--- src/sv/wrrmq_pkg.sv ---
// ----------------------------------------------------------------------------
// wrrmq_pkg
// Shared constants, types and helper functions of the weighted round robin
// multi-queue core.
// ----------------------------------------------------------------------------
package wrrmq_pkg;

   // queue geometry
   localparam int NUM_QUEUES  = 4;
   localparam int QUEUE_DEPTH = 16;

   // configuration registers
   localparam int NUM_WEIGHTS = 4;
   localparam int WEIGHT_W    = 8;
   localparam int CSR_IDX_W   = 3;

   // payload widths
   localparam int DATA_W = 32;
   localparam int QIDX_W = 3;

   // derived widths
   localparam int QW        = (NUM_QUEUES > 1) ? $clog2(NUM_QUEUES) : 1;
   localparam int PW        = $clog2(QUEUE_DEPTH);
   localparam int CW        = $clog2(QUEUE_DEPTH + 1);
   localparam int MEM_DEPTH = NUM_QUEUES * QUEUE_DEPTH;
   localparam int AW        = $clog2(MEM_DEPTH);

   // command codes
   localparam logic CMD_PUSH = 1'b0;
   localparam logic CMD_POP  = 1'b1;

   // result status codes
   typedef enum logic [1:0] {
      STATUS_OK        = 2'd0,
      STATUS_EMPTY     = 2'd1,
      STATUS_BAD_INDEX = 2'd2,
      STATUS_FULL      = 2'd3
   } status_type;

   // per-item result control handed from the scheduler to the output stage
   typedef struct packed {
      status_type status;
      logic       pop_ok;
      logic       peek_valid;
      logic       peek_fwd;
   } resp_info_type;

   // queue memory access for one item
   typedef struct packed {
      logic              we;
      logic [AW-1:0]     waddr;
      logic [DATA_W-1:0] wdata;
      logic [AW-1:0]     raddr_pop;
      logic [AW-1:0]     raddr_peek;
   } mem_access_type;

   // ring pointer advance with wrap at the queue depth
   function automatic logic [PW-1:0] next_ptr(input logic [PW-1:0] p);
      logic [PW-1:0] r;
      if (p == PW'(QUEUE_DEPTH - 1)) begin
         r = '0;
      end else begin
         r = p + PW'(1);
      end
      return r;
   endfunction

   // round robin advance with wrap at the queue count
   function automatic logic [QW-1:0] next_queue(input logic [QW-1:0] q);
      logic [QW-1:0] r;
      if (q == QW'(NUM_QUEUES - 1)) begin
         r = '0;
      end else begin
         r = q + QW'(1);
      end
      return r;
   endfunction

   // flat memory address of a queue slot
   function automatic logic [AW-1:0] mem_addr(input logic [QW-1:0] q,
                                              input logic [PW-1:0] p);
      return AW'(int'(q) * QUEUE_DEPTH + int'(p));
   endfunction

endpackage

--- src/sv/wrrmq_ram.sv ---
// ----------------------------------------------------------------------------
// wrrmq_ram
// Single-write, dual-read synchronous RAM with registered read data.
// ----------------------------------------------------------------------------
module wrrmq_ram #(
   parameter int WIDTH = 32,
   parameter int DEPTH = 64,
   localparam int ADDR_W = $clog2(DEPTH)
) (
   input  logic              clock,
   input  logic              we,
   input  logic [ADDR_W-1:0] waddr,
   input  logic [WIDTH-1:0]  wdata,
   input  logic              re,
   input  logic [ADDR_W-1:0] raddr_a,
   input  logic [ADDR_W-1:0] raddr_b,
   output logic [WIDTH-1:0]  rdata_a,
   output logic [WIDTH-1:0]  rdata_b
);

   logic [WIDTH-1:0] mem [DEPTH];

   // write port
   always_ff @(posedge clock) begin
      if (we) begin
         mem[waddr] <= wdata;
      end
   end

   // read ports, old data on a same-address write
   always_ff @(posedge clock) begin
      if (re) begin
         rdata_a <= mem[raddr_a];
         rdata_b <= mem[raddr_b];
      end
   end

endmodule

--- src/sv/wrrmq_sched.sv ---
// ----------------------------------------------------------------------------
// wrrmq_sched
// Queue pointers, occupancy and round robin turn state; decides each item's
// memory accesses and result status.
// ----------------------------------------------------------------------------
module wrrmq_sched
   import wrrmq_pkg::*;
(
   input  logic                clock,
   input  logic                reset,
   input  logic                accept,
   input  logic                command,
   input  logic [QIDX_W-1:0]   queue_index,
   input  logic [DATA_W-1:0]   push_value,
   input  logic [WEIGHT_W-1:0] weight [NUM_QUEUES],
   output mem_access_type      mem_acc,
   output resp_info_type       info
);

   logic [PW-1:0]       head_ff  [NUM_QUEUES];
   logic [PW-1:0]       head_in  [NUM_QUEUES];
   logic [PW-1:0]       tail_ff  [NUM_QUEUES];
   logic [PW-1:0]       tail_in  [NUM_QUEUES];
   logic [CW-1:0]       count_ff [NUM_QUEUES];
   logic [CW-1:0]       count_in [NUM_QUEUES];
   logic [QW-1:0]       cur_ff;
   logic [QW-1:0]       cur_in;
   logic [WEIGHT_W-1:0] served_ff;
   logic [WEIGHT_W-1:0] served_in;

   logic          push_ok;
   logic          push_bad;
   logic          push_full;
   logic [QW-1:0] push_q;
   logic          pop_ok;
   logic [QW-1:0] pop_q;
   logic          peek_valid;
   logic [QW-1:0] peek_q;

   // push target checks
   always_comb begin
      push_bad  = int'(queue_index) >= NUM_QUEUES;
      push_q    = queue_index[QW-1:0];
      push_full = count_ff[push_q] == CW'(QUEUE_DEPTH);
      push_ok   = (command == CMD_PUSH) && !push_bad && !push_full;
   end

   // weighted round robin search, at most one visit per queue
   always_comb begin
      logic [QW-1:0]       q_v;
      logic [WEIGHT_W-1:0] sc_v;
      logic [WEIGHT_W-1:0] sc_next;
      logic                found;
      q_v       = cur_ff;
      sc_v      = served_ff;
      sc_next   = '0;
      found     = 1'b0;
      pop_q     = cur_ff;
      cur_in    = cur_ff;
      served_in = served_ff;
      for (int k = 0; k < NUM_QUEUES; k++) begin
         if (!found) begin
            if (count_ff[q_v] != '0 && sc_v < weight[q_v]) begin
               found   = 1'b1;
               pop_q   = q_v;
               sc_next = sc_v + WEIGHT_W'(1);
               if (sc_next == weight[q_v]) begin
                  cur_in    = next_queue(q_v);
                  served_in = '0;
               end else begin
                  cur_in    = q_v;
                  served_in = sc_next;
               end
            end else begin
               q_v  = next_queue(q_v);
               sc_v = '0;
            end
         end
      end
      if (!found) begin
         cur_in    = q_v;
         served_in = '0;
      end
      pop_ok = (command == CMD_POP) && found;
   end

   // pointer and occupancy updates
   always_comb begin
      for (int i = 0; i < NUM_QUEUES; i++) begin
         head_in[i]  = head_ff[i];
         tail_in[i]  = tail_ff[i];
         count_in[i] = count_ff[i];
         if (push_ok && push_q == QW'(i)) begin
            tail_in[i]  = next_ptr(tail_ff[i]);
            count_in[i] = count_ff[i] + CW'(1);
         end
         if (pop_ok && pop_q == QW'(i)) begin
            head_in[i]  = next_ptr(head_ff[i]);
            count_in[i] = count_ff[i] - CW'(1);
         end
      end
   end

   // lowest-numbered non-empty queue after this item
   always_comb begin
      peek_valid = 1'b0;
      peek_q     = '0;
      for (int i = NUM_QUEUES - 1; i >= 0; i--) begin
         if (count_in[i] != '0) begin
            peek_valid = 1'b1;
            peek_q     = QW'(i);
         end
      end
   end

   // memory accesses and result control
   always_comb begin
      mem_acc.we         = accept && push_ok;
      mem_acc.waddr      = mem_addr(push_q, tail_ff[push_q]);
      mem_acc.wdata      = push_value;
      mem_acc.raddr_pop  = mem_addr(pop_q, head_ff[pop_q]);
      mem_acc.raddr_peek = mem_addr(peek_q, head_in[peek_q]);

      if (command == CMD_POP) begin
         info.status = pop_ok ? STATUS_OK : STATUS_EMPTY;
      end else if (push_bad) begin
         info.status = STATUS_BAD_INDEX;
      end else if (push_full) begin
         info.status = STATUS_FULL;
      end else begin
         info.status = STATUS_OK;
      end
      info.pop_ok     = pop_ok;
      info.peek_valid = peek_valid;
      // a push into an empty front queue is read back before it lands
      info.peek_fwd   = push_ok && (mem_acc.raddr_peek == mem_acc.waddr);
   end

   // state registers
   always_ff @(posedge clock) begin
      if (reset) begin
         for (int i = 0; i < NUM_QUEUES; i++) begin
            head_ff[i]  <= '0;
            tail_ff[i]  <= '0;
            count_ff[i] <= '0;
         end
         cur_ff    <= '0;
         served_ff <= '0;
      end else if (accept) begin
         for (int i = 0; i < NUM_QUEUES; i++) begin
            head_ff[i]  <= head_in[i];
            tail_ff[i]  <= tail_in[i];
            count_ff[i] <= count_in[i];
         end
         if (command == CMD_POP) begin
            cur_ff    <= cur_in;
            served_ff <= served_in;
         end
      end
   end

endmodule

--- src/sv/weighted_round_robin_multi_queue_core.sv ---
// ----------------------------------------------------------------------------
// weighted_round_robin_multi_queue_core
// Several FIFO queues of signed words in one shared memory, served by
// weighted round robin, with per-item status and a front-word peek.
// ----------------------------------------------------------------------------
// Each item is handled in order: the cycle it is accepted updates pointers and
// issues both queue memory reads (popped word and new front word), and once the
// result register is free it is loaded from the registered read data. A new item
// is not accepted while an earlier one still waits to load the result register.
// The queue memory needs no clearing after reset; weights reset to one.
module weighted_round_robin_multi_queue_core
   import wrrmq_pkg::*;
(
   input  logic                     clock,
   input  logic                     reset,
   // configuration
   input  logic                     csr_write_enable,
   input  logic [CSR_IDX_W-1:0]     csr_index,
   input  logic [WEIGHT_W-1:0]      csr_write_data,
   // request channel
   input  logic                     req_valid,
   output logic                     req_stall,
   input  logic                     req_command,
   input  logic [QIDX_W-1:0]        req_queue_index,
   input  logic signed [DATA_W-1:0] req_push_value,
   // result channel
   output logic                     rsp_valid,
   input  logic                     rsp_stall,
   output logic [1:0]               rsp_status,
   output logic signed [DATA_W-1:0] rsp_pop_value,
   output logic                     rsp_all_empty,
   output logic                     rsp_peek_valid,
   output logic signed [DATA_W-1:0] rsp_peek_value
);

   logic [WEIGHT_W-1:0] weight_ff [NUM_WEIGHTS];
   logic [WEIGHT_W-1:0] weight_use [NUM_QUEUES];

   logic              accept;
   logic              out_free;
   mem_access_type    mem_acc;
   resp_info_type     info;
   resp_info_type     info_ff;
   logic              pend_ff;
   logic [DATA_W-1:0] fwd_data_ff;
   logic [DATA_W-1:0] rd_pop;
   logic [DATA_W-1:0] rd_peek;
   logic [DATA_W-1:0] peek_word;

   logic              rsp_valid_ff;
   logic [1:0]        rsp_status_ff;
   logic [DATA_W-1:0] rsp_pop_value_ff;
   logic              rsp_all_empty_ff;
   logic              rsp_peek_valid_ff;
   logic [DATA_W-1:0] rsp_peek_value_ff;

   // weight registers
   always_ff @(posedge clock) begin
      if (reset) begin
         for (int i = 0; i < NUM_WEIGHTS; i++) begin
            weight_ff[i] <= WEIGHT_W'(1);
         end
      end else if (csr_write_enable) begin
         for (int i = 0; i < NUM_WEIGHTS; i++) begin
            if (csr_index == CSR_IDX_W'(i)) begin
               weight_ff[i] <= csr_write_data;
            end
         end
      end
   end

   always_comb begin
      for (int i = 0; i < NUM_QUEUES; i++) begin
         weight_use[i] = weight_ff[i];
      end
   end

   // handshake
   assign out_free  = !rsp_valid_ff || !rsp_stall;
   assign req_stall = pend_ff || (rsp_valid_ff && rsp_stall);
   assign accept    = req_valid && !req_stall;

   wrrmq_sched u_sched (
      .clock       (clock),
      .reset       (reset),
      .accept      (accept),
      .command     (req_command),
      .queue_index (req_queue_index),
      .push_value  (req_push_value),
      .weight      (weight_use),
      .mem_acc     (mem_acc),
      .info        (info)
   );

   wrrmq_ram #(
      .WIDTH (DATA_W),
      .DEPTH (MEM_DEPTH)
   ) u_ram (
      .clock   (clock),
      .we      (mem_acc.we),
      .waddr   (mem_acc.waddr),
      .wdata   (mem_acc.wdata),
      .re      (accept),
      .raddr_a (mem_acc.raddr_pop),
      .raddr_b (mem_acc.raddr_peek),
      .rdata_a (rd_pop),
      .rdata_b (rd_peek)
   );

   // read stage control
   always_ff @(posedge clock) begin
      if (reset) begin
         pend_ff <= 1'b0;
      end else if (accept) begin
         pend_ff <= 1'b1;
      end else if (pend_ff && out_free) begin
         pend_ff <= 1'b0;
      end
   end

   always_ff @(posedge clock) begin
      if (accept) begin
         info_ff     <= info;
         fwd_data_ff <= mem_acc.wdata;
      end
   end

   assign peek_word = info_ff.peek_fwd ? fwd_data_ff : rd_peek;

   // result register
   always_ff @(posedge clock) begin
      if (reset) begin
         rsp_valid_ff <= 1'b0;
      end else if (pend_ff && out_free) begin
         rsp_valid_ff <= 1'b1;
      end else if (!rsp_stall) begin
         rsp_valid_ff <= 1'b0;
      end
   end

   always_ff @(posedge clock) begin
      if (pend_ff && out_free) begin
         rsp_status_ff     <= info_ff.status;
         rsp_pop_value_ff  <= info_ff.pop_ok ? rd_pop : '0;
         rsp_all_empty_ff  <= !info_ff.peek_valid;
         rsp_peek_valid_ff <= info_ff.peek_valid;
         rsp_peek_value_ff <= info_ff.peek_valid ? peek_word : '0;
      end
   end

   assign rsp_valid      = rsp_valid_ff;
   assign rsp_status     = rsp_status_ff;
   assign rsp_pop_value  = rsp_pop_value_ff;
   assign rsp_all_empty  = rsp_all_empty_ff;
   assign rsp_peek_valid = rsp_peek_valid_ff;
   assign rsp_peek_value = rsp_peek_value_ff;

endmodule
--- config.mk ---
export PLATFORM = sky130hd
export DESIGN_NAME = weighted_round_robin_multi_queue_core
export DESIGN_NICKNAME = d
export VERILOG_FILES = /design/src/sv/wrrmq_pkg.sv /design/src/sv/wrrmq_ram.sv /design/src/sv/wrrmq_sched.sv /design/src/sv/weighted_round_robin_multi_queue_core.sv
export SDC_FILE = /design/constraint.sdc
export NUM_CORES = 2
export LEC_CHECK = 0
export BUFFER_PORTS_ARGS = -buffer_cell sky130_fd_sc_hd__buf_2
export CORE_UTILIZATION = 55
export CTS_CLUSTER_SIZE = 40
export DETAILED_ROUTE_END_ITERATION = 16
export PLACE_DENSITY = 0.68
export SETUP_SLACK_MARGIN = 0.4
export SLEW_MARGIN = 25
export SYNTH_ARGS = -nofsm -noshare
export SYNTH_HDL_FRONTEND = slang
export SYNTH_HIERARCHICAL = 1
export SYNTH_SLANG_ARGS = --single-unit
export TNS_END_PERCENT = 20
--- constraint.sdc ---
create_clock -name clock -period 45.5 [get_ports clock]
set_input_delay 6.825 -clock clock [delete_from_list [all_inputs] [get_ports clock]]
set_output_delay 6.825 -clock clock [all_outputs]
set_load 0.1 [all_outputs]
==> results.md <==
Status:
- The run finished with clean final reports.

Timing:
- Setup repair after global routing left no endpoint under its margin.
- The transition time of the tightest slew-check pin is 1174 ps.
- The final number of setup-violating endpoints is 0.
- The final critical delay including setup and external delays is 19640 ps.
- The count of final max-slew check failures is 0.
- Measured against its own limit, the worst slew margin works out to 0.2101.
- Based on the critical path, the design can be clocked at up to 0.05091 GHz.
- Across the routed clock network, the largest skew measured is 30.28 ps.
- The sum of negative setup slack is 0 ps.
- The ratio of final minimum period to clock period is 0.4317.
- Hold timing on the final database bottoms out at a slack of 426.1 ps.
- The count of endpoints failing hold in the final timing report came to 0.

Synthesis:
- During synthesis, Yosys emitted a total of 6 warnings.
- The main flop type after synthesis is edfxtp_1.
- edfxtp_1 takes more of the synthesized area than any other cell.
- The net count of the mapped netlist is 5793.
- The share of the synthesized area in compound gates (AO/OA/AOI/OAI) is 0.03817.
- The area share of the largest cell type after synthesis is 0.6293.
- By count the netlist is led by edfxtp_1 (2301), mux4_2 (1145), mux2i_1 (277), nor2_1 (239), nand2_1 (204).
- The post-synthesis area per instance is 19.30 µm².
- The most common cell in the synthesized netlist is edfxtp_1.
- Of the total synthesized cell area, the portion taken by XOR and XNOR cells is 0.004388.
- By area the synthesized netlist is led by edfxtp_1 (63%), mux4_2 (23%), mux2i_1 (2.5%), nor2_1 (0.82%), buf_4 (0.77%).
- The adder-cell area share of the yosys netlist is 0.005926.
- Of the total synthesized cell area, the portion taken by AND, OR, NAND and NOR gates is 0.03044.
- After synthesis, the share of flip-flops with an asynchronous set or reset is 0.
- After synthesis, the largest family of logic cells by area is multiplexers.
- Of the synthesized area, sequential elements account for 0.6319.
- The count of distinct cell types in the synthesized netlist is 103.
- The synthesized instance count is 5689.
- In this run, synthesis inferred 2301 flip-flops with an integrated enable.
- The total standard cell area after synthesis is 109800 µm².
- Counting flops and latches in the post-synthesis netlist gives 2315.
- The share of cell area taken by muxes after synthesis is 0.2656.

Cells and area:
- The number of cells in the finished layout apart from fillers is 8627.
- Summing all non-filler instances in the final layout gives an area of 121200 µm².
- Compared with the post-synthesis result, the final layout area differs by 10.42%.
- In the final layout, the share of cells above drive strength 1 is 0.3285.
- The net total in the final layout is 5875.
- The number of filler cells placed in the layout is 13866.

Clocking:
- In this run, post-CTS repair resized a total of 0 instances.
- The number of H-tree levels is 4.
- The number of sinks driven by the clock tree is 2315.
- CTS placed an instance of clkbuf_16 at the clock tree root.
- The number of buffers created by CTS is 235.
- The clock transition at the registers of the reported paths is 60 ps.
- The number of setup buffers added after CTS is 0.
- The number of hold buffers added after CTS is 0.
- The clock reaches the later pin of the worst-skew pair after 890 ps.
- The clock tree from TritonCTS is done.
- The number of buffers between clock root and the deepest sink is 3.

Routing:
- For this block, the via count after detailed routing is 62643.
- The antenna violation net count after detailed routing is 0.
- The routed design uses 153300 µm of met2 wire.
- The first-pass iteration count of the detailed router is 7.
- The met3 layer wire length in the routed design is 47090 µm.
- After detailed routing, the number of vias per cell comes to 7.261.
- The highest layer touched by signal routing is met5.
- For this block, the routed nets add up to 336500 µm of wire.
- For this run, design rule violations remaining after detail routing come to 0.
- The DRC marker count from the first detailed-route iteration is 8335.
- For this block, wires on met1 add up to 123000 µm.
- The average wire length per cell after detail routing is 39.00 µm.

Worst hold path:
- The critical hold path startpoint is info_ff[4]$_DFFE_PP_.
- The endpoint with the worst hold slack is rsp_status[1]$_DFFE_PP_.
- The worst hold path was traced through 0 stages.
- The path type of the worst min-delay path is register to register.

Place:
- The final HPWL from detailed placement is 192300 µm.
- The final RePlAce weighted congestion is 0.9014.
- The number of placed instances, taps included is 8174.
- The number of port buffers is 121.
- The placed instances occupy a cell area of 113400 µm².

Setup path:
- STA classifies the critical path startpoint as a register.
- The required time at the worst-slack endpoint is 46230 ps.
- The slowest stage of the critical path belongs to the cell dfxtp_1.
- The maximum fanout along the worst path is 86.
- The most repeated library cell on the critical path is a21oi_1.
- The reg-to-reg critical path endpoint is u_ram/rdata_b[31]$_DFFE_PP_.
- The worst setup path is of the register to register kind.
- The number of cells on the worst reg-to-reg path is 56.
- STA classifies the critical path endpoint as a register.
- The setup check on the worst reg-to-reg path leaves a slack of 25860 ps.
- The startpoint identified for the worst register-to-register timing path is u_sched/cur_ff[0]$_SDFFE_PP0P_.
- The critical path's largest stage delay is 930 ps.
- The arrival time at the worst endpoint is 20370 ps.

Floorplanning:
- The floorplan has 163 rows.
- The starting density of the core is 0.5550.
- The floorplan step defined a die boundary enclosing 201400 µm².
- In this run the vertical extent of the chip is 448.8 µm.
- The horizontal extent of the die is 448.8 µm.
- The standard cell core area is 197800 µm².
- Pin placement for this block handled 122 I/O pins.

Pwr:
- The peak ir drop on the vdd network is 0.05042 mV.
- The reported leakage power is 37.61 nW.
- The power per cell area is 59.45 nW/µm².

GRT:
- The via count of the first global-routing pass is 61981.
- The total congestion overflow is 0.
- The number of antenna violations at the first check in global routing is 35.
- The global-route usage over all layers is 0.3354.
- Entering global routing, the biggest net connects 114 pins.
- The first global-routing pass estimated 470700 µm of wire.

Job:
- Max-cap violations in this run came to 0.
how the worst max path moves through the flow:
stage / slack (ps) / startpoint / endpoint / cells after the start
final: 25860 / u_sched/cur_ff[0]$_SDFFE_PP0P_ / u_ram/rdata_b[31]$_DFFE_PP_ / 56
after global routing: 24400 / u_sched/cur_ff[0]$_SDFFE_PP0P_ / u_ram/rdata_b[1]$_DFFE_PP_ / 57
after CTS: 26020 / u_sched/cur_ff[0]$_SDFFE_PP0P_ / u_ram/rdata_b[1]$_DFFE_PP_ / 57
after detailed placement: 26100 / u_sched/cur_ff[0]$_SDFFE_PP0P_ / u_ram/rdata_b[1]$_DFFE_PP_ / 57
after global placement: 26360 / u_sched/cur_ff[0]$_SDFFE_PP0P_ / u_ram/rdata_b[1]$_DFFE_PP_ / 57
after floorplan: 31120 / rsp_stall / req_stall / 2
critical path: cells and delay by family, from the launching register on:
family / cells / cell delay [ps]
muxes: 8 / 3560
DFF: 1 / 930
buffers and inverters: 8 / 2940
AOI/OAI and AO/OA: 23 / 7810
and+or+nand+nor: 13 / 2820
adders and majority gates: 4 / 1090
power breakdown:
part	switching [mW]	leakage, nW	total (mW)	internal (mW)
Clock	0.824	3.75	1.95	1.12
Combinational	1.56	12.9	2.80	1.24
Sequential	0.0399	21.0	2.46	2.42
Total	2.43	37.6	7.21	4.78
stage by stage:
step	utilization	power, mW	worst slack (ps)
after floorplan	-	4.493	31120
after global placement	0.5728	5.258	26360
after detailed placement	0.5733	5.266	26100
after CTS	0.6122	7.192	26020
after global routing	0.6127	7.438	24400
final	0.6128	7.207	25860
state kept, by name, summed over array words and instances (netlist names), named ones only:
register / count
fwd_data_ff: 32
info_ff: 5
pend_ff: 1
rsp_all_empty: 1
rsp_peek_valid: 1
rsp_peek_value: 32
rsp_pop_value: 32
rsp_status: 2
rsp_valid: 1
u_ram/mem: 2048
u_ram/rdata_a: 32
u_ram/rdata_b: 32
u_sched/count_ff: 20
u_sched/cur_ff: 2
u_sched/head_ff: 16
u_sched/served_ff: 8
u_sched/tail_ff: 16
weight_ff: 32
cell usage in the layout (no fill, tap or decap), types with 10 or more instances in the layout:
| cell type | count |
|---|---|
| nor2b_1 | 32 |
| nor2_4 | 63 |
| nand2_1 | 203 |
| and2_1 | 55 |
| inv_1 | 53 |
| a31oi_1 | 17 |
| clkinv_1 | 55 |
| a32oi_1 | 10 |
| diode_2 | 18 |
| nand2b_1 | 22 |
| nand3_1 | 37 |
| bufinv_16 | 29 |
| nor3_1 | 19 |
| a211oi_1 | 25 |
| nand4_1 | 11 |
| nor2_1 | 175 |
| a21oi_1 | 106 |
| a221oi_1 | 17 |
| mux2_2 | 45 |
| o21ai_1 | 22 |
| buf_4 | 172 |
| o22ai_1 | 54 |
| mux4_2 | 1145 |
| clkbuf_16 | 239 |
| clkbuf_1 | 58 |
| xnor2_1 | 43 |
| dfxtp_1 | 14 |
| a22oi_1 | 94 |
| xor2_1 | 12 |
| o221ai_1 | 21 |
| ha_1 | 52 |
| edfxtp_1 | 2301 |
| o211ai_1 | 36 |
| clkinv_2 | 36 |
| mux2i_1 | 276 |
| buf_2 | 101 |
| buf_12 | 11 |
| o21ai_0 | 70 |
| a21o_1 | 10 |
kinds of logic after synthesis:
group,after synthesis
AOI/OAI and AO/OA,593
xor gates and xnor gates,55
adders and majority gates,52
buffers and inverters,501
DFF,2315
muxes,1474
and+or+nand+nor,699
per-layer routing:
metal	vias to the layer above	track usage
met5	-	0
met4	16	0.1237
met3	682	0.1207
met2	4186	0.4978
met1	33316	0.4595
li1	24443	-
cell type report:
class	count	area, µm²	area share
Sequential cell	2315	69380	0.5723
Multi-Input combinational cell	2873	38520	0.3178
Clock buffer	297	6198	0.05113
Tap cell	2640	3303	0.02725
Timing Repair Buffer	289	2073	0.01710
Clock inverter	138	1490	0.01229
Inverter	57	219.0	0.001806
Antenna cell	18	45.04	0.0003716
No activity file was read; power rests on OpenSTA's default activity.
